### config.mk
export PLATFORM = sky130hd
export DESIGN_NAME = button_event_monitor
export DESIGN_NICKNAME = d
export VERILOG_FILES = /design/src/rtl/bem_pkg.sv /design/src/rtl/bem_update.sv /design/src/rtl/button_event_monitor.sv
export SDC_FILE = /design/constraint.sdc
export NUM_CORES = 1
export LEC_CHECK = 0
export BUFFER_PORTS_ARGS = -buffer_cell sky130_fd_sc_hd__buf_2
export CAP_MARGIN = 15
export CELL_PAD_IN_SITES_DETAIL_PLACEMENT = 0
export CELL_PAD_IN_SITES_GLOBAL_PLACEMENT = 2
export CORE_ASPECT_RATIO = 0.75
export CORE_UTILIZATION = 35
export CTS_CLUSTER_SIZE = 25
export DETAILED_ROUTE_END_ITERATION = 7
export PLACE_DENSITY = 0.58
export SKIP_LAST_GASP = 1
export SLEW_MARGIN = 20
export SYNTH_ARGS = -nofsm -noshare
export SYNTH_HDL_FRONTEND = slang
export SYNTH_SLANG_ARGS = --single-unit
### constraint.sdc
create_clock -name clock -period 11.3 [get_ports clock]
set_clock_uncertainty 0.05 [all_clocks]
set_input_delay 2.26 -clock clock [delete_from_list [all_inputs] [get_ports clock]]
set_output_delay 2.26 -clock clock [all_outputs]
set_load 0.02 [all_outputs]
### src/rtl/bem_pkg.sv
`timescale 1ns / 1ps

package bem_pkg;

   // Default size of the button table.
   localparam int DEFAULT_MAX_BUTTONS = 16;

   // Request function codes.
   localparam logic [1:0] FUNC_SAMPLE = 2'd0;
   localparam logic [1:0] FUNC_READ   = 2'd1;
   localparam logic [1:0] FUNC_TICK   = 2'd2;

   // Configuration register indexes.
   localparam logic [1:0] CSR_BUTTON_COUNT   = 2'd0;
   localparam logic [1:0] CSR_PRESS_WINDOW   = 2'd1;
   localparam logic [1:0] CSR_RELEASE_WINDOW = 2'd2;

   // One row of the button table.
   typedef struct packed {
      logic        held;
      logic        pressed;
      logic        released;
      logic        pending;
      logic [15:0] press_stamp;
      logic [15:0] release_stamp;
      logic [31:0] down_stamp;
   } entry_type;

   // One response transaction.
   typedef struct packed {
      logic        changed;
      logic        found;
      logic        is_down;
      logic        is_pressed;
      logic        is_released;
      logic [31:0] held_ms;
   } result_type;

endpackage

### src/rtl/bem_update.sv
`timescale 1ns / 1ps

module bem_update (
   input  logic [1:0]         item_func,
   input  logic               index_ok,
   input  logic               item_level,
   input  bem_pkg::entry_type cur_entry,
   input  logic [31:0]        now_ms,
   input  logic [15:0]        press_window,
   input  logic [15:0]        release_window,
   output bem_pkg::entry_type nxt_entry,
   output logic               entry_we,
   output bem_pkg::result_type result
);
   import bem_pkg::*;

   logic [15:0] press_elapsed;
   logic [15:0] release_elapsed;
   logic        press_expired;
   logic        release_expired;

   // Elapsed times are taken modulo 2^16; a flag lapses once strictly past its window.
   assign press_elapsed   = now_ms[15:0] - cur_entry.press_stamp;
   assign release_elapsed = now_ms[15:0] - cur_entry.release_stamp;
   assign press_expired   = press_elapsed > press_window;
   assign release_expired = release_elapsed > release_window;

   always_comb begin
      nxt_entry = cur_entry;
      entry_we  = 1'b0;
      result    = '0;
      unique case (item_func)
         FUNC_SAMPLE: begin
            if (index_ok) begin
               entry_we = 1'b1;
               if (item_level) begin
                  if (!cur_entry.held) begin
                     // New press: a fresh stamp cannot be past its window yet.
                     nxt_entry.held          = 1'b1;
                     nxt_entry.down_stamp    = now_ms;
                     nxt_entry.pressed       = 1'b1;
                     nxt_entry.press_stamp   = now_ms[15:0];
                     nxt_entry.released      = 1'b0;
                     nxt_entry.pending       = 1'b0;
                     nxt_entry.release_stamp = '0;
                     result.changed          = 1'b1;
                  end else if (cur_entry.pressed && press_expired) begin
                     nxt_entry.pressed = 1'b0;
                  end
               end else begin
                  if (cur_entry.held && !cur_entry.released) begin
                     nxt_entry.released      = 1'b1;
                     nxt_entry.pending       = 1'b1;
                     nxt_entry.release_stamp = now_ms[15:0];
                     result.changed          = 1'b1;
                  end else if (cur_entry.pending && release_expired) begin
                     nxt_entry.released      = 1'b0;
                     nxt_entry.pending       = 1'b0;
                     nxt_entry.release_stamp = '0;
                  end
                  nxt_entry.held        = 1'b0;
                  nxt_entry.pressed     = 1'b0;
                  nxt_entry.press_stamp = '0;
                  nxt_entry.down_stamp  = '0;
               end
            end
         end
         FUNC_READ: begin
            if (index_ok) begin
               entry_we           = 1'b1;
               result.found       = 1'b1;
               result.is_down     = cur_entry.held;
               result.is_pressed  = cur_entry.pressed;
               result.is_released = cur_entry.released;
               result.held_ms     = cur_entry.held ? (now_ms - cur_entry.down_stamp) : '0;
               nxt_entry.pressed  = 1'b0;
               nxt_entry.released = 1'b0;
            end
         end
         default: begin
            // Ticks and unused codes leave the table alone and answer zeros.
         end
      endcase
   end

endmodule

### src/rtl/button_event_monitor.sv
`timescale 1ns / 1ps

// Button press and release event monitor.
// Request channel (req_*): each transaction is a sample of one button's level, a read of
// one button's state, or a one millisecond tick of the shared time base. Every request
// gives exactly one response transaction (rsp_*), in request order.
// Configuration channel (csr_*): index 0 sets the number of registered buttons, index 1
// the press window and index 2 the release window, both in milliseconds. It is always
// ready; writes belong in idle periods. Writes to other indexes are dropped.
// A request passes through the request register and then the response register, and
// response valid is driven from the response register. The table update for a request
// is done in the cycle that moves it from the request register to the response
// register, so one request per cycle is sustained while the receiver does not stall.
// When the receiver stalls, the response register holds its transaction and the request
// register fills; req_ready drops only once both are full, so nothing is lost.
// Synchronous reset empties both registers, clears the time counter and every button's
// flags, sets the button count to zero and both windows to 500 ms. The stamps are not
// cleared: each is rewritten before the flag that guards its use can be set.
module button_event_monitor #(
   parameter int MAX_BUTTONS = bem_pkg::DEFAULT_MAX_BUTTONS
) (
   input  logic        clock,
   input  logic        reset,
   input  logic        req_valid,
   output logic        req_ready,
   input  logic [1:0]  req_func,
   input  logic [3:0]  req_button_index,
   input  logic        req_level,
   output logic        rsp_valid,
   input  logic        rsp_ready,
   output logic        rsp_changed,
   output logic        rsp_found,
   output logic        rsp_is_down,
   output logic        rsp_is_pressed,
   output logic        rsp_is_released,
   output logic [31:0] rsp_held_ms,
   input  logic        csr_valid,
   output logic        csr_ready,
   input  logic [1:0]  csr_index,
   input  logic [15:0] csr_data
);
   import bem_pkg::*;

   localparam int IDX_W = (MAX_BUTTONS > 1) ? $clog2(MAX_BUTTONS) : 1;

   // Configuration registers.
   logic [4:0]  button_count_ff;
   logic [15:0] press_window_ff;
   logic [15:0] release_window_ff;

   // Millisecond time base.
   logic [31:0] now_ms_ff;

   // Button table. The flags are reset; the stamps are payload.
   logic        held_ff     [MAX_BUTTONS];
   logic        pressed_ff  [MAX_BUTTONS];
   logic        released_ff [MAX_BUTTONS];
   logic        pending_ff  [MAX_BUTTONS];
   logic [15:0] press_stamp_ff   [MAX_BUTTONS];
   logic [15:0] release_stamp_ff [MAX_BUTTONS];
   logic [31:0] down_stamp_ff    [MAX_BUTTONS];

   // Request register.
   logic       in_valid_ff;
   logic [1:0] in_func_ff;
   logic [3:0] in_index_ff;
   logic       in_level_ff;

   // Response register.
   logic       out_valid_ff;
   result_type out_result_ff;

   logic             advance;
   logic             index_ok;
   logic [IDX_W-1:0] entry_idx;
   entry_type        cur_entry;
   entry_type        nxt_entry;
   logic             entry_we;
   result_type       result_in;

   // The request in the register moves on whenever the response register is free or
   // is being emptied this cycle; the table is updated in that same cycle.
   assign advance   = in_valid_ff && (!out_valid_ff || rsp_ready);
   assign req_ready = !in_valid_ff || advance;
   assign csr_ready = 1'b1;

   // An index is valid below both the configured count and the table size.
   assign index_ok  = (5'(in_index_ff) < button_count_ff) &&
                      (32'(in_index_ff) < 32'(MAX_BUTTONS));
   assign entry_idx = IDX_W'(in_index_ff);

   always_comb begin
      cur_entry.held          = held_ff[entry_idx];
      cur_entry.pressed       = pressed_ff[entry_idx];
      cur_entry.released      = released_ff[entry_idx];
      cur_entry.pending       = pending_ff[entry_idx];
      cur_entry.press_stamp   = press_stamp_ff[entry_idx];
      cur_entry.release_stamp = release_stamp_ff[entry_idx];
      cur_entry.down_stamp    = down_stamp_ff[entry_idx];
   end

   bem_update u_update (
      .item_func      (in_func_ff),
      .index_ok       (index_ok),
      .item_level     (in_level_ff),
      .cur_entry      (cur_entry),
      .now_ms         (now_ms_ff),
      .press_window   (press_window_ff),
      .release_window (release_window_ff),
      .nxt_entry      (nxt_entry),
      .entry_we       (entry_we),
      .result         (result_in)
   );

   // Configuration writes.
   always_ff @(posedge clock) begin
      if (reset) begin
         button_count_ff   <= '0;
         press_window_ff   <= 16'd500;
         release_window_ff <= 16'd500;
      end else if (csr_valid) begin
         unique case (csr_index)
            CSR_BUTTON_COUNT:   button_count_ff   <= csr_data[4:0];
            CSR_PRESS_WINDOW:   press_window_ff   <= csr_data;
            CSR_RELEASE_WINDOW: release_window_ff <= csr_data;
            default: begin
            end
         endcase
      end
   end

   // Time base advances on tick requests as they are processed.
   always_ff @(posedge clock) begin
      if (reset) begin
         now_ms_ff <= '0;
      end else if (advance && (in_func_ff == FUNC_TICK)) begin
         now_ms_ff <= now_ms_ff + 32'd1;
      end
   end

   // Table flags.
   always_ff @(posedge clock) begin
      if (reset) begin
         for (int i = 0; i < MAX_BUTTONS; i++) begin
            held_ff[i]     <= 1'b0;
            pressed_ff[i]  <= 1'b0;
            released_ff[i] <= 1'b0;
            pending_ff[i]  <= 1'b0;
         end
      end else if (advance && entry_we) begin
         held_ff[entry_idx]     <= nxt_entry.held;
         pressed_ff[entry_idx]  <= nxt_entry.pressed;
         released_ff[entry_idx] <= nxt_entry.released;
         pending_ff[entry_idx]  <= nxt_entry.pending;
      end
   end

   // Table stamps.
   always_ff @(posedge clock) begin
      if (advance && entry_we) begin
         press_stamp_ff[entry_idx]   <= nxt_entry.press_stamp;
         release_stamp_ff[entry_idx] <= nxt_entry.release_stamp;
         down_stamp_ff[entry_idx]    <= nxt_entry.down_stamp;
      end
   end

   // Request register.
   always_ff @(posedge clock) begin
      if (reset) begin
         in_valid_ff <= 1'b0;
      end else if (req_ready) begin
         in_valid_ff <= req_valid;
      end
   end

   always_ff @(posedge clock) begin
      if (req_valid && req_ready) begin
         in_func_ff  <= req_func;
         in_index_ff <= req_button_index;
         in_level_ff <= req_level;
      end
   end

   // Response register.
   always_ff @(posedge clock) begin
      if (reset) begin
         out_valid_ff <= 1'b0;
      end else if (advance) begin
         out_valid_ff <= 1'b1;
      end else if (rsp_ready) begin
         out_valid_ff <= 1'b0;
      end
   end

   always_ff @(posedge clock) begin
      if (advance) begin
         out_result_ff <= result_in;
      end
   end

   assign rsp_valid       = out_valid_ff;
   assign rsp_changed     = out_result_ff.changed;
   assign rsp_found       = out_result_ff.found;
   assign rsp_is_down     = out_result_ff.is_down;
   assign rsp_is_pressed  = out_result_ff.is_pressed;
   assign rsp_is_released = out_result_ff.is_released;
   assign rsp_held_ms     = out_result_ff.held_ms;

endmodule
* Yosys cells after proc, flatten, opt, wreduce, memory -nomap -nowiden
Memories as Yosys holds them, arrays and structs flattened. A register that Yosys moved wholly into a read port is not among the register bits.
Index checks and enable logic that the tools add are counted.
** Storage, ports and cells
- Memories :: 7
- Bits in writable memories :: 1088
- Bits of input ports :: 30
- Bits in registers :: 115
** Operators by class
- $lt $le $gt $ge :: 3
- $add $sub $neg :: 4
- Multiplexer cells :: 47
- Reductions and logical operators :: 26
- Equal/unequal tests :: 4
** Memory list
- down_stamp_ff :: depth 16, width 32, read ports 1, clocked after memory_dff 1, wr ports 1, RTL line button_event_monitor.sv:61 : logic [31:0] down_stamp_ff [MAX_BUTTONS];
- press_stamp_ff :: depth 16, width 16, read ports 1, clocked after memory_dff 1, wr ports 1, RTL line button_event_monitor.sv:59 : logic [15:0] press_stamp_ff [MAX_BUTTONS];
- release_stamp_ff :: depth 16, width 16, read ports 1, clocked after memory_dff 1, wr ports 1, RTL line button_event_monitor.sv:60 : logic [15:0] release_stamp_ff [MAX_BUTTONS];
- held_ff :: depth 16, width 1, read ports 1, clocked after memory_dff 1, wr ports 16, RTL line button_event_monitor.sv:55 : logic held_ff [MAX_BUTTONS];
- pending_ff :: depth 16, width 1, read ports 1, clocked after memory_dff 1, wr ports 16, RTL line button_event_monitor.sv:58 : logic pending_ff [MAX_BUTTONS];
- pressed_ff :: depth 16, width 1, read ports 1, clocked after memory_dff 1, wr ports 16, RTL line button_event_monitor.sv:56 : logic pressed_ff [MAX_BUTTONS];
- 1 more memories
** Operator list (count)
- two-way mux 68 bit :: 2
- two-way mux 66 bit :: 1
- two-way mux 65 bit :: 1
- two-way mux 4 bit :: 11
- two-way mux 36 bit :: 1
- adder 32 x 1 -> 32 bit (second input constant) :: 1
- > comparator 16 bit :: 2
- two-way mux 16 bit :: 2
- two-way mux 32 bit :: 1
- subtractor 16 bit :: 2
- subtractor 32 bit :: 1
- two-way mux 1 bit :: 24
- AND reduction 2 bit :: 5
- logical AND 1 bit :: 7
- two-way mux 2 bit :: 3
- less-than comparator 4 x 5 -> 1 bit :: 1
- == test 2 x 1 -> 1 bit (second input constant) :: 2
- == test 2 bit (second input constant) :: 2
- zero test 2 bit :: 2
- one-hot mux 2 bit (2 select lines) :: 1
- OR reduction 1 bit :: 4
- zero test 1 bit :: 3
- AND reduction 3 bit :: 1
- logical OR 1 bit :: 2
- 2 further kinds :: 2

* Depth between registers and ports, before layout
Gate-level depths: netlist of the first run.
- Depth in word-level cells :: 9
- Mapped depth :: 26

* Hierarchy
Synthesis of the first run repeated with hierarchy kept, for this count alone.
** Unflattened totals
- Cell total of the unflattened synthesis :: 2833
- Area, all modules :: 51300.5 um^2
** By module, submodules not included
- button_event_monitor :: area each 45864.0 um^2, times used 1, cells an instance 2042
- bem_update :: area each 5436.5 um^2, times used 1, cells an instance 791

* Least setup slack after synthesis of the first run
No wires, ideal clock.
- Path kind :: input-to-reg
- Start :: input port rsp_ready
- End :: memory held_ff[5] (enable)
- Path buffers :: 0
- Arrival time :: 8.717 ns
- Setup time :: 0.319 ns
- Stages on the path :: 6
- Data required time :: 10.931 ns
- Path slack :: 2.214 ns
- Cell sequence :: nor2b_1 -> nand2b_1 -> inv_1 -> nand4_1 -> nor3_1 -> or2_2
** RTL lines
- start: declaration :: RTL line button_event_monitor.sv:30 : input logic rsp_ready,
- end: declaration :: RTL line button_event_monitor.sv:55

==> summary.md, run 1 <==
| Metric | Value |
|---|---|
| Vias in the first global route | `27,031` |
| Initial DRC count | `2,673` |
| Cts repair resizes | `0` |
| Synth area leader | `edfxtp_1` |
| Pre-antenna DRT Iters | `5` |
| Routed Wire Length | `143,000 um` |
| # nets final | `2,975` |
| Final period util | `70.6%` |
| Hold Crit Class | `flop to flop` |
| Clk buf depth | `3` |
| Status | `completed` |
| Unique masters post-synth | `62` |
| Site row count | `120` |
| Full die area | `145,000 sq um` |
| Number of remaining DRC errors | `0` |
| Flops & latches, synth | `1,207` |
| Netlist Area Pre-Place | `50,300 sq um` |
| Gr usage total | `19.7%` |
| Final max-slew violation count | `0` |
| Setup violators final | `0` |
| Grt ovf | `0` |
| Vias per cell | `5.46` |
| CP Data Required Time | `11.70 ns` |
| Syn. warnings | `0` |
| Fin. Hold Viols | `0` |
| Critical Path Start Type | `flop` |
| Worst-path clk slew | `0.06 ns` |
| Boundary Pins | `70` |
| Maximum VDD drop | `145 uV` |
| Synth top area cells | `edfxtp_1, mux4_2, dfxtp_1` |
| Post-synth top area share | `67.6%` |
| Die W | `440 um` |
| Fillers | `12,776` |
| Slew @ Worst Pin | `1.18 ns` |
| Max FO, Critical Path | `45` |
| Max Cap Viol | `0` |
| CP endpoint kind | `flop` |
| Post-synth EDFFs | `1,132` |
| Via count | `26,430` |
| Routed Antenna Nets | `0` |
| Fmax achieved | `0.125 GHz` |
| Cts hold-fix bufs | `0` |
| Core ar. | `143,000 sq um` |
| Post-synthesis sequential area ratio | `70.6%` |
| Post-CTS Setup Inserts | `0` |
| TritonCTS buffer count | `121` |
| Die height | `330 um` |
| Clock latency at the later pin of the worst-skew pair | `0.75 ns` |
| GP Congestion | `0.800` |
| Dpl hpwl | `81,600 um` |
| CTS H-tree depth | `3` |
| Initial core utilization | `35.2%` |
| Clk root buf | `clkbuf_16` |
| Initial antenna violation count | `5` |
| Slew margin rel. | `20.6%` |
| First-pass GRT wire length | `203,000 um` |
| CTS tree | `built` |
| Pwr per Cell Area | `177 nW/um^2` |
| Post-synthesis instance total | `2,706` |
| Overall Power | `10,100 uW` |
| Synth Area per Inst | `18.6 sq um` |
| TNS Setup | `0 ns` |
| Most common flop cell mapped by yosys | `edfxtp_1` |
| Pin count of the biggest net entering global routing | `129` |
| RSZ-0062 raised after global routing | `no` |
| Critical path class | `flop to flop` |
| Synth async-reset ratio | `0%` |
| Post-synth top cells | `edfxtp_1, mux4_2, nor2_1, inv_1, nand2_1` |
| Fraction of layout cells with a size suffix above 1 | `23.7%` |
| Clock sink count | `1,207` |
| Leakage | `0.0190 uW` |
| Mapped Nets | `2,838` |
| Critical path data arrival time | `8.38 ns` |
| Routed wire length per instance | `29.5 um` |
| # port buffers | `68` |
| Count leader, synth | `edfxtp_1` |
| Area Overhead vs Synth | `13.5%` |
| Fin crit period | `7.98 ns` |
## routing by layer
layer | up-vias | wire length [um] | global-route usage [%]
met1 | 14370 | 68900 | 30.1
met3 | 147 | 7120 | 3.21
met5 | - | 0 | 0
li1 | 11157 | - | -
met4 | 0 | 2100 | 3.58
met2 | 756 | 64700 | 29.9
## layout by cell type, fill, tap and decap left out, types with 23 or more instances in the layout
cell / count
clkbuf_1: 23
inv_1: 116
xor2_1: 41
a21oi_1: 78
dfxtp_1: 71
clkbuf_16: 123
clkinv_1: 34
nor2_1: 179
a22o_1: 64
xnor2_1: 39
buf_2: 67
edfxtp_1: 1132
mux4_2: 340
a21o_1: 42
ha_1: 99
o21ai_0: 30
buf_4: 65
nand2_1: 110
## stage by stage
| step | worst slack [ns] | area, sq um | cells | hold slack [ns] | utilization (%) |
|---|---|---|---|---|---|
| global route | 2.74 | 57100 | 4841 | 0.431 | 40.0 |
| finish | 3.32 | 57100 | 4841 | 0.417 | 40.0 |
| CTS | 3.24 | 57000 | 4840 | 0.417 | 40.0 |
| detailed placement | 3.26 | 53100 | 4611 | 0.407 | 37.2 |
| global placement | 3.45 | 53100 | 4611 | 0.394 | 37.2 |
| floorplan | 2.21 | 50300 | 2706 | 0.386 | - |
## state kept, by name, indices dropped and copies added, names as in the netlist, 2 cells and up, named ones only
| name | count |
|---|---|
| down_stamp_ff | 512 |
| press_stamp_ff | 256 |
| release_stamp_ff | 256 |
| now_ms_ff | 32 |
| rsp_held_ms | 32 |
| held_ff | 16 |
| pending_ff | 16 |
| press_window_ff | 16 |
| pressed_ff | 16 |
| release_window_ff | 16 |
| released_ff | 16 |
| button_count_ff | 5 |
| entry_idx | 4 |
| in_func_ff | 2 |
## critical path, stage by stage, from the launching register on
cell and delay (ns):
dfxtp_4 0.82, buf_4 0.83, mux4_2 0.61, mux4_2 0.52
inv_1 0.10, ha_1 0.25, a21o_1 0.20, o41ai_1 0.72
o21ai_0 0.38, a2111oi_0 0.51, nor3_1 0.13, xnor2_1 0.17
ha_1 0.31, nand4_1 0.16, or4_1 0.53, and2_1 0.20
nand2_1 0.07, a21o_1 0.10, buf_4 0.34, a22o_1 0.54
## final timing paths
check	startpoint	end	slack [ns]	cells past startpoint
setup / recovery	flop	release_stamp_ff[5][0]$_DFFE_PP_	3.32	19
hold / removal	press_window_ff[3]$_SDFFE_PP0P_	press_window_ff[3]$_SDFFE_PP0P_	0.42	2
setup reg to reg	flop	release_stamp_ff[5][0]$_DFFE_PP_	3.32	19
hold reg to reg	press_window_ff[3]$_SDFFE_PP0P_	press_window_ff[3]$_SDFFE_PP0P_	0.42	2
## layout make-up
type	count	area (sq um)	share of cell area (%)
repair buffers	133	843	1.48
well taps	1891	2370	4.15
flip-flops and latches	1207	35500	62.2
multi-input cells	1263	13900	24.4
clock inverters	73	649	1.14
clock buffers	156	3300	5.79
diodes	1	2.50	0.00439
inverters	117	439	0.770
## cells by family after synthesis
| family | count (synthesis) | share of synthesized area [%] |
|---|---|---|
| other | 1 | 0.00746 |
| AO/OA/AOI/OAI | 280 | 3.91 |
| AND/OR/NAND/NOR | 452 | 4.15 |
| XOR/XNOR | 80 | 1.39 |
| multiplexers | 348 | 15.4 |
| buffers and inverters | 236 | 1.91 |
| adder cells (fa/ha/maj) | 102 | 2.58 |
| flip-flops | 1207 | 70.6 |
## power breakdown
part	switching [uW]	internal (uW)	total (uW)
Sequential	32.1	5070	5100
Combinational	608	350	958
Clock	1720	2300	4020
Total	2360	7720	10100
Note: power is estimated with default switching activity, not from simulation.
==> run 2, diff against run 1 <==
Clock period 11.3 ns to 8.08 ns, I/O delays scaled along.
==> run 2 against run 1 <==
First-iteration DRC count is 2.5% higher. Utilization is essentially flat. Combinational power grew 39%. Cell count shrank 0.37%. Sequential power grew 40%. Sequential share of layout area decreased by 0.059 points. Global-route usage is 0.45 points lower. Critical path depth increased by 1. Highest routed layer unchanged.
==> summary.md, run 2 (synthesis results as in run 1) <==
| Metric | Value |
|---|---|
| CTS tree | `built` |
| Leakage | `0.0190 uW (-0.26%)` |
| TritonCTS buffer count | `118 (-2.5%)` |
| Critical path data arrival time | `7.77 ns (-0.61 ns)` |
| Grt ovf | `0 (unchanged)` |
| Reg2reg end | `release_stamp_ff[8][12]$_DFFE_PP_` |
| Post-CTS Setup Inserts | `0 (unchanged)` |
| Worst-path clk slew | `0.07 ns (about the same)` |
| Worst hold start | `press_window_ff[11]$_SDFFE_PP0P_` |
| Hold Crit Class | `flop to flop` |
| Pin count of the biggest net entering global routing | `147 (+14%)` |
| Setup violators final | `0 (unchanged)` |
| Slew @ Worst Pin | `1.08 ns (-0.103 ns)` |
| CTS H-tree depth | `3 (unchanged)` |
| Routed Antenna Nets | `0 (unchanged)` |
| First-pass GRT wire length | `198,000 um (-2.4%)` |
| Via count | `25,946 (-1.8%)` |
| Critical path's slowest cell | `o41ai_1` |
| Initial DRC count | `2,739 (+2.5%)` |
| Die W | `440 um (unchanged)` |
| Slew margin rel. | `28.3% (+7.7 points)` |
| Clock sink count | `1,207 (unchanged)` |
| Clock latency at the later pin of the worst-skew pair | `0.76 ns (about the same)` |
| Gr usage total | `19.3% (-0.45 points)` |
| Vias in the first global route | `26,696 (-1.2%)` |
| Boundary Pins | `70 (unchanged)` |
| Number of remaining DRC errors | `0 (unchanged)` |
| Cts hold-fix bufs | `0 (unchanged)` |
| Cell count of the worst reg-to-reg path | `20 (+1)` |
| Worst Hold End | `press_window_ff[11]$_SDFFE_PP0P_` |
| Cell Chain, Critical Path | `mux4_2 > mux4_2 > inv_1 > ha_1 > nor2b_1 > o21ai_0 > a21oi_1 > o41ai_1 > o21ai_0 > a2111oi_0 > nor3_1 > xnor2_1 > ha_1 > nand4_1 > or4_1 > and2_1 > nand2_1 > a21o_1 > buf_4 > a22o_1` |
| Top reg by flops | `down_stamp_ff` |
| Area Overhead vs Synth | `13.6% (about the same)` |
| CP endpoint kind | `flop` |
| Critical path's largest stage delay | `0.86 ns (+0.03 ns)` |
| TNS Setup | `0 ns (unchanged)` |
| Fin. Hold Viols | `0 (unchanged)` |
| Initial antenna violation count | `4 (-1)` |
| Pwr per Cell Area | `245 nW/um^2 (+39%)` |
| Initial core utilization | `35.2% (unchanged)` |
| GP Congestion | `0.788 (-1.6%)` |
| Dpl hpwl | `77,300 um (-5.3%)` |
| Final max-slew violation count | `0 (unchanged)` |
| Site row count | `120 (unchanged)` |
| Hold slack | `0.408 ns (-0.00845 ns)` |
| Clk root buf | `clkbuf_16` |
| Cts repair resizes | `0 (unchanged)` |
| Worst reg2reg setup slack | `0.72 ns (-2.60 ns)` |
| Fraction of layout cells with a size suffix above 1 | `23.6% (-0.12 points)` |
| Die height | `330 um (unchanged)` |
| Overall Power | `14,000 uW (+39%)` |
| # port buffers | `68 (unchanged)` |
| Fmax achieved | `0.136 GHz (+8.5%)` |
| Commonest non-fill, non-tap cell in the layout | `edfxtp_1` |
| Critical path class | `flop to flop` |
| Routed wire length per instance | `28.8 um (-2.3%)` |
| Routed Wire Length | `139,000 um (-2.6%)` |
| Status | `completed` |
| # nets final | `2,965 (-0.34%)` |
| CP Data Required Time | `8.49 ns (-3.21 ns)` |
| Max Cap Viol | `0 (unchanged)` |
| Final period util | `91.1% (+20 points)` |
| RSZ-0062 raised after global routing | `no` |
| Hold Crit Depth | `2 (unchanged)` |
| Fin crit period | `7.36 ns (-0.624 ns)` |
| Maximum VDD drop | `171 uV (+18%)` |
| Clk buf depth | `3 (unchanged)` |
| Largest regs | `down_stamp_ff (512), press_stamp_ff (256), release_stamp_ff (256)` |
| Critical Path Start Type | `flop` |
| Core ar. | `143,000 sq um (unchanged)` |
| Vias per cell | `5.38 (-1.5%)` |
| Full die area | `145,000 sq um (unchanged)` |
| Max FO, Critical Path | `32 (-29%)` |
| Pre-antenna DRT Iters | `5 (unchanged)` |
| Most frequent cells in the layout | `edfxtp_1, mux4_2, nor2_1` |
| Max reg flops | `512 (unchanged)` |
## run 2: changes by cell type in the layout (fill, tap and decap cells not counted), sizes merged
| cell | change |
|---|---|
| inv | +1 |
| buf | -7 |
| clkinvlp | +4 |
| bufinv | +2 |
| diode | +1 |
| clkbuf | -10 |
| clkinv | -9 |
## run 2: area by class of cell
class,instances,area [sq um]
clock buffer,146,3100
antenna,2,5.00
sequential,1207,35500
tap,1891,2370
clock inverter,71,747
inverter,117,439
multi-input combinational,1263,14000
fill,12840,85500
timing repair buffer,126,991
## run 2: where the power goes
part	switching, uW	total (uW)	leakage [uW]	internal, uW
Combinational	838	1330	0.00618	491
Sequential	44.8	7140	0.0109	7090
Clock	2410	5540	0.00187	3140
## run 2: metal layers
| metal | GRT usage, % | up-vias | part of all wire [%] |
|---|---|---|---|
| li1 | - | 11120 | - |
| met1 | 27.8 | 13917 | 46 |
| met2 | 30.5 | 732 | 47 |
| met3 | 3.11 | 177 | 4.9 |
| met4 | 4.87 | 0 | 2.3 |
| met5 | 0 | - | 0 |
## run 2: worst max path at each step
stage | endpoint | slack (ns) | cells past startpoint
detailed placement | release_stamp_ff[10][3]$_DFFE_PP_ | 0.78 | 20
floorplan | held_ff[4]$_SDFFCE_PN0P_ | 0.24 | 5
global route | release_stamp_ff[6][3]$_DFFE_PP_ | 0.09 | 20
CTS | release_stamp_ff[11][3]$_DFFE_PP_ | 0.74 | 20
finish | release_stamp_ff[8][12]$_DFFE_PP_ | 0.72 | 20
global placement | release_stamp_ff[12][3]$_DFFE_PP_ | 0.75 | 20
## run 2: critical path: cells and delay by family, from the launching register on
family / cells / cell delay (ns)
xor+xnor: 1 / 0.16
fa+ha+maj: 2 / 0.55
mux: 2 / 1.09
flops: 1 / 0.78
compound gates: 7 / 2.74
simple gates: 6 / 1.21
buf+inv: 2 / 0.46
## run 2: per-stage QoR
step	worst slack, ns	std cells	util [%]	instance area, sq um
after floorplan	0.245	2706	-	50300
after CTS	0.741	4821	40.0	57100
after global routing	0.0855	4822	40.0	57100
final	0.721	4823	40.0	57100
after global placement	0.752	4604	37.3	53200
after detailed placement	0.779	4604	37.3	53200
==> run 3, diff against run 2 <==
Clock period 8.08 ns to 8.2 ns, I/O delays scaled along.
==> run 3 against run 2 <==
Power shrank 0.53%. Hold slack gained 0.0012 ns. Die area is the same. Non-clock buffer count grew 3. Setup slack gained 0.099 ns. Highest routed layer unchanged. Sequential cell count is the same. Fmax shrank 0.28%.
==> summary.md, run 3 (synthesis results as in run 1) <==
| Metric | Value |
|---|---|
| Commonest non-fill, non-tap cell in the layout | `edfxtp_1` |
| Dpl hpwl | `78,600 um (+1.7%)` |
| CP Data Required Time | `8.63 ns (+0.14 ns)` |
| Cts hold-fix bufs | `0 (unchanged)` |
| CTS tree | `built` |
| Worst-path clk slew | `0.06 ns (about the same)` |
| Critical Path Start Type | `flop` |
| Pre-antenna DRT Iters | `5 (unchanged)` |
| CP endpoint kind | `flop` |
| Fin crit period | `7.38 ns (+0.0206 ns)` |
| Area Overhead vs Synth | `13.8%` |
| First-pass GRT wire length | `199,000 um (+0.48%)` |
| Die W | `440 um (unchanged)` |
| Fillers | `12,776 (-0.50%)` |
| Full die area | `145,000 sq um (unchanged)` |
| Critical path class | `flop to flop` |
| Register area | `35,500 sq um (unchanged)` |
| Multi-input gate area | `13,900 sq um (about the same)` |
| Number of remaining DRC errors | `0 (unchanged)` |
| Core ar. | `143,000 sq um (unchanged)` |
| Delay-heaviest family, CP | `compound AO/OA/AOI/OAI gates` |
| Cts repair resizes | `0 (unchanged)` |
| Via count | `25,947 (+0.0039%)` |
| Cell count of the worst reg-to-reg path | `20 (unchanged)` |
| Routed Antenna Nets | `0 (unchanged)` |
| Post-CTS Setup Inserts | `0 (unchanged)` |
| Clk root buf | `clkbuf_16` |
| Max FO, Critical Path | `38 (+19%)` |
| Pin count of the biggest net entering global routing | `104 (-29%)` |
| Clock sink count | `1,207 (unchanged)` |
| Vias in the first global route | `26,704 (+0.030%)` |
| Gr usage total | `19.3% (+0.072 points)` |
| RSZ-0062 raised after global routing | `no` |
| Hold Crit Class | `flop to flop` |
| Largest regs | `down_stamp_ff (512), press_stamp_ff (256), release_stamp_ff (256)` |
| Final max-slew violation count | `0 (unchanged)` |
| Dpl ws | `0.792 ns (+0.0128 ns)` |
| Fmax achieved | `0.136 GHz (-0.28%)` |
| Post-placement cell area | `53,200 sq um (about the same)` |
| Site row count | `120 (unchanged)` |
| Slew @ Worst Pin | `1.05 ns (-0.0292 ns)` |
| Grt ovf | `0 (unchanged)` |
| Critical path's slowest cell | `dfxtp_4` |
| Status | `completed` |
| Fin. Hold Viols | `0 (unchanged)` |
| TritonCTS buffer count | `120 (+1.7%)` |
| Slew margin rel. | `30.2% (+1.9 points)` |
| Final period util | `90.0% (-1.1 points)` |
| CTS H-tree depth | `3 (unchanged)` |
| Clk buf depth | `3 (unchanged)` |
| Initial core utilization | `35.2% (unchanged)` |
| Pwr per Cell Area | `244 nW/um^2 (-0.71%)` |
| Setup violators final | `0 (unchanged)` |
| Buf/Inv on CP | `2 (unchanged)` |
| Initial antenna violation count | `2 (-2)` |
| Vias per cell | `5.36 (-0.29%)` |
| TNS Setup | `0 ns (unchanged)` |
| Routed Wire Length | `139,000 um (+0.19%)` |
| Die height | `330 um (unchanged)` |
| Critical path data arrival time | `7.81 ns (+0.04 ns)` |
| Cell Chain, Critical Path | `buf_4 > mux4_2 > mux4_2 > ha_1 > nor2b_1 > o21ai_0 > a21oi_1 > o41ai_1 > o21ai_0 > a2111oi_0 > nor3_1 > xnor2_1 > ha_1 > nand4_1 > or4_1 > and2_1 > nand2_1 > a21o_1 > buf_4 > a22o_1` |
| Leakage | `0.0190 uW (+0.32%)` |
| Fin area | `57,200 sq um (+0.18%)` |
| Max Cap Viol | `0 (unchanged)` |
| Initial DRC count | `2,400 (-12%)` |
| GP Congestion | `0.767 (-2.7%)` |
| Fin worst setup slack | `0.821 ns (+0.0994 ns)` |
| Boundary Pins | `70 (unchanged)` |
| # nets final | `2,970 (+0.17%)` |
| WP depth | `20 (unchanged)` |
| Maximum VDD drop | `183 uV (+6.8%)` |
| # port buffers | `68 (unchanged)` |
| Max reg flops | `512 (unchanged)` |
| Hold Crit Depth | `2 (unchanged)` |
| Critical path's largest stage delay | `0.84 ns (-0.02 ns)` |
| Fraction of layout cells with a size suffix above 1 | `23.7% (+0.14 points)` |
| Routed wire length per instance | `28.8 um (about the same)` |
| Most frequent cells in the layout | `edfxtp_1, mux4_2, nor2_1` |
| Clock latency at the later pin of the worst-skew pair | `0.77 ns (about the same)` |
| Top reg by flops | `down_stamp_ff` |
run 3: cell types whose count changed in the layout (fill, tap and decap cells not counted):
cell       before  now
clkinv_1       20   28
buf_4          42   48
clkbuf_1       25   21
clkbuf_16     119  123
buf_12         17   14
clkinv_2       22   25
diode_2         2    4
inv_2           1    0
inv_6           5    4
nor3b_1         5    6
nor3b_2         1    0
run 3: area by class of cell:
type,count,area share [%]
repair buffers,129,1.71
inverters,117,0.770
diodes,4,0.0175
multi-input cells,1263,24.4
flip-flops and latches,1207,62.1
clock buffers,146,5.57
clock inverters,80,1.36
well taps,1891,4.14
run 3: path summary, 6_finish.rpt:
| check | from | end | slack (ns) |
|---|---|---|---|
| setup reg to reg | flop | release_stamp_ff[0][13]$_DFFE_PP_ | 0.82 |
| hold reg to reg | release_window_ff[12]$_SDFFE_PP0P_ | release_window_ff[12]$_SDFFE_PP0P_ | 0.41 |
| hold / removal | release_window_ff[12]$_SDFFE_PP0P_ | release_window_ff[12]$_SDFFE_PP0P_ | 0.41 |
| setup / recovery | flop | release_stamp_ff[0][13]$_DFFE_PP_ | 0.82 |
run 3: layer usage:
metal  vias up  wire, um  track usage (%)  share of wire, %
met5         -         0                0                 0
met4         0      2650             4.40               1.9
met3       183      6690             3.32               4.8
met2       681     66300             30.9                48
met1     13935     63700             27.7                46
li1      11148         -                -                 -
run 3: power breakdown:
part           internal [uW]  switching, uW
Sequential              6990           47.2
Combinational            484            824
Clock                   3170           2420
Total                  10600           3290
run 3: worst min-delay path, delay by kind of cell, from the launching register on:
kind,cells,cell delay (ns)
DFF,1,0.31
and+or+nand+nor,1,0.05
AOI/OAI and AO/OA,1,0.05
run 3: through the flow:
| stage | hold WS (ns) | utilization, % | power, uW | instances |
|---|---|---|---|---|
| floorplan | 0.386 | - | 8040 | 2706 |
| global placement | 0.399 | 37.3 | 8440 | 4607 |
| detailed placement | 0.402 | 37.3 | 8490 | 4607 |
| CTS | 0.412 | 40.1 | 14100 | 4833 |
| global route | 0.425 | 40.1 | 14400 | 4834 |
| finish | 0.409 | 40.1 | 13900 | 4837 |
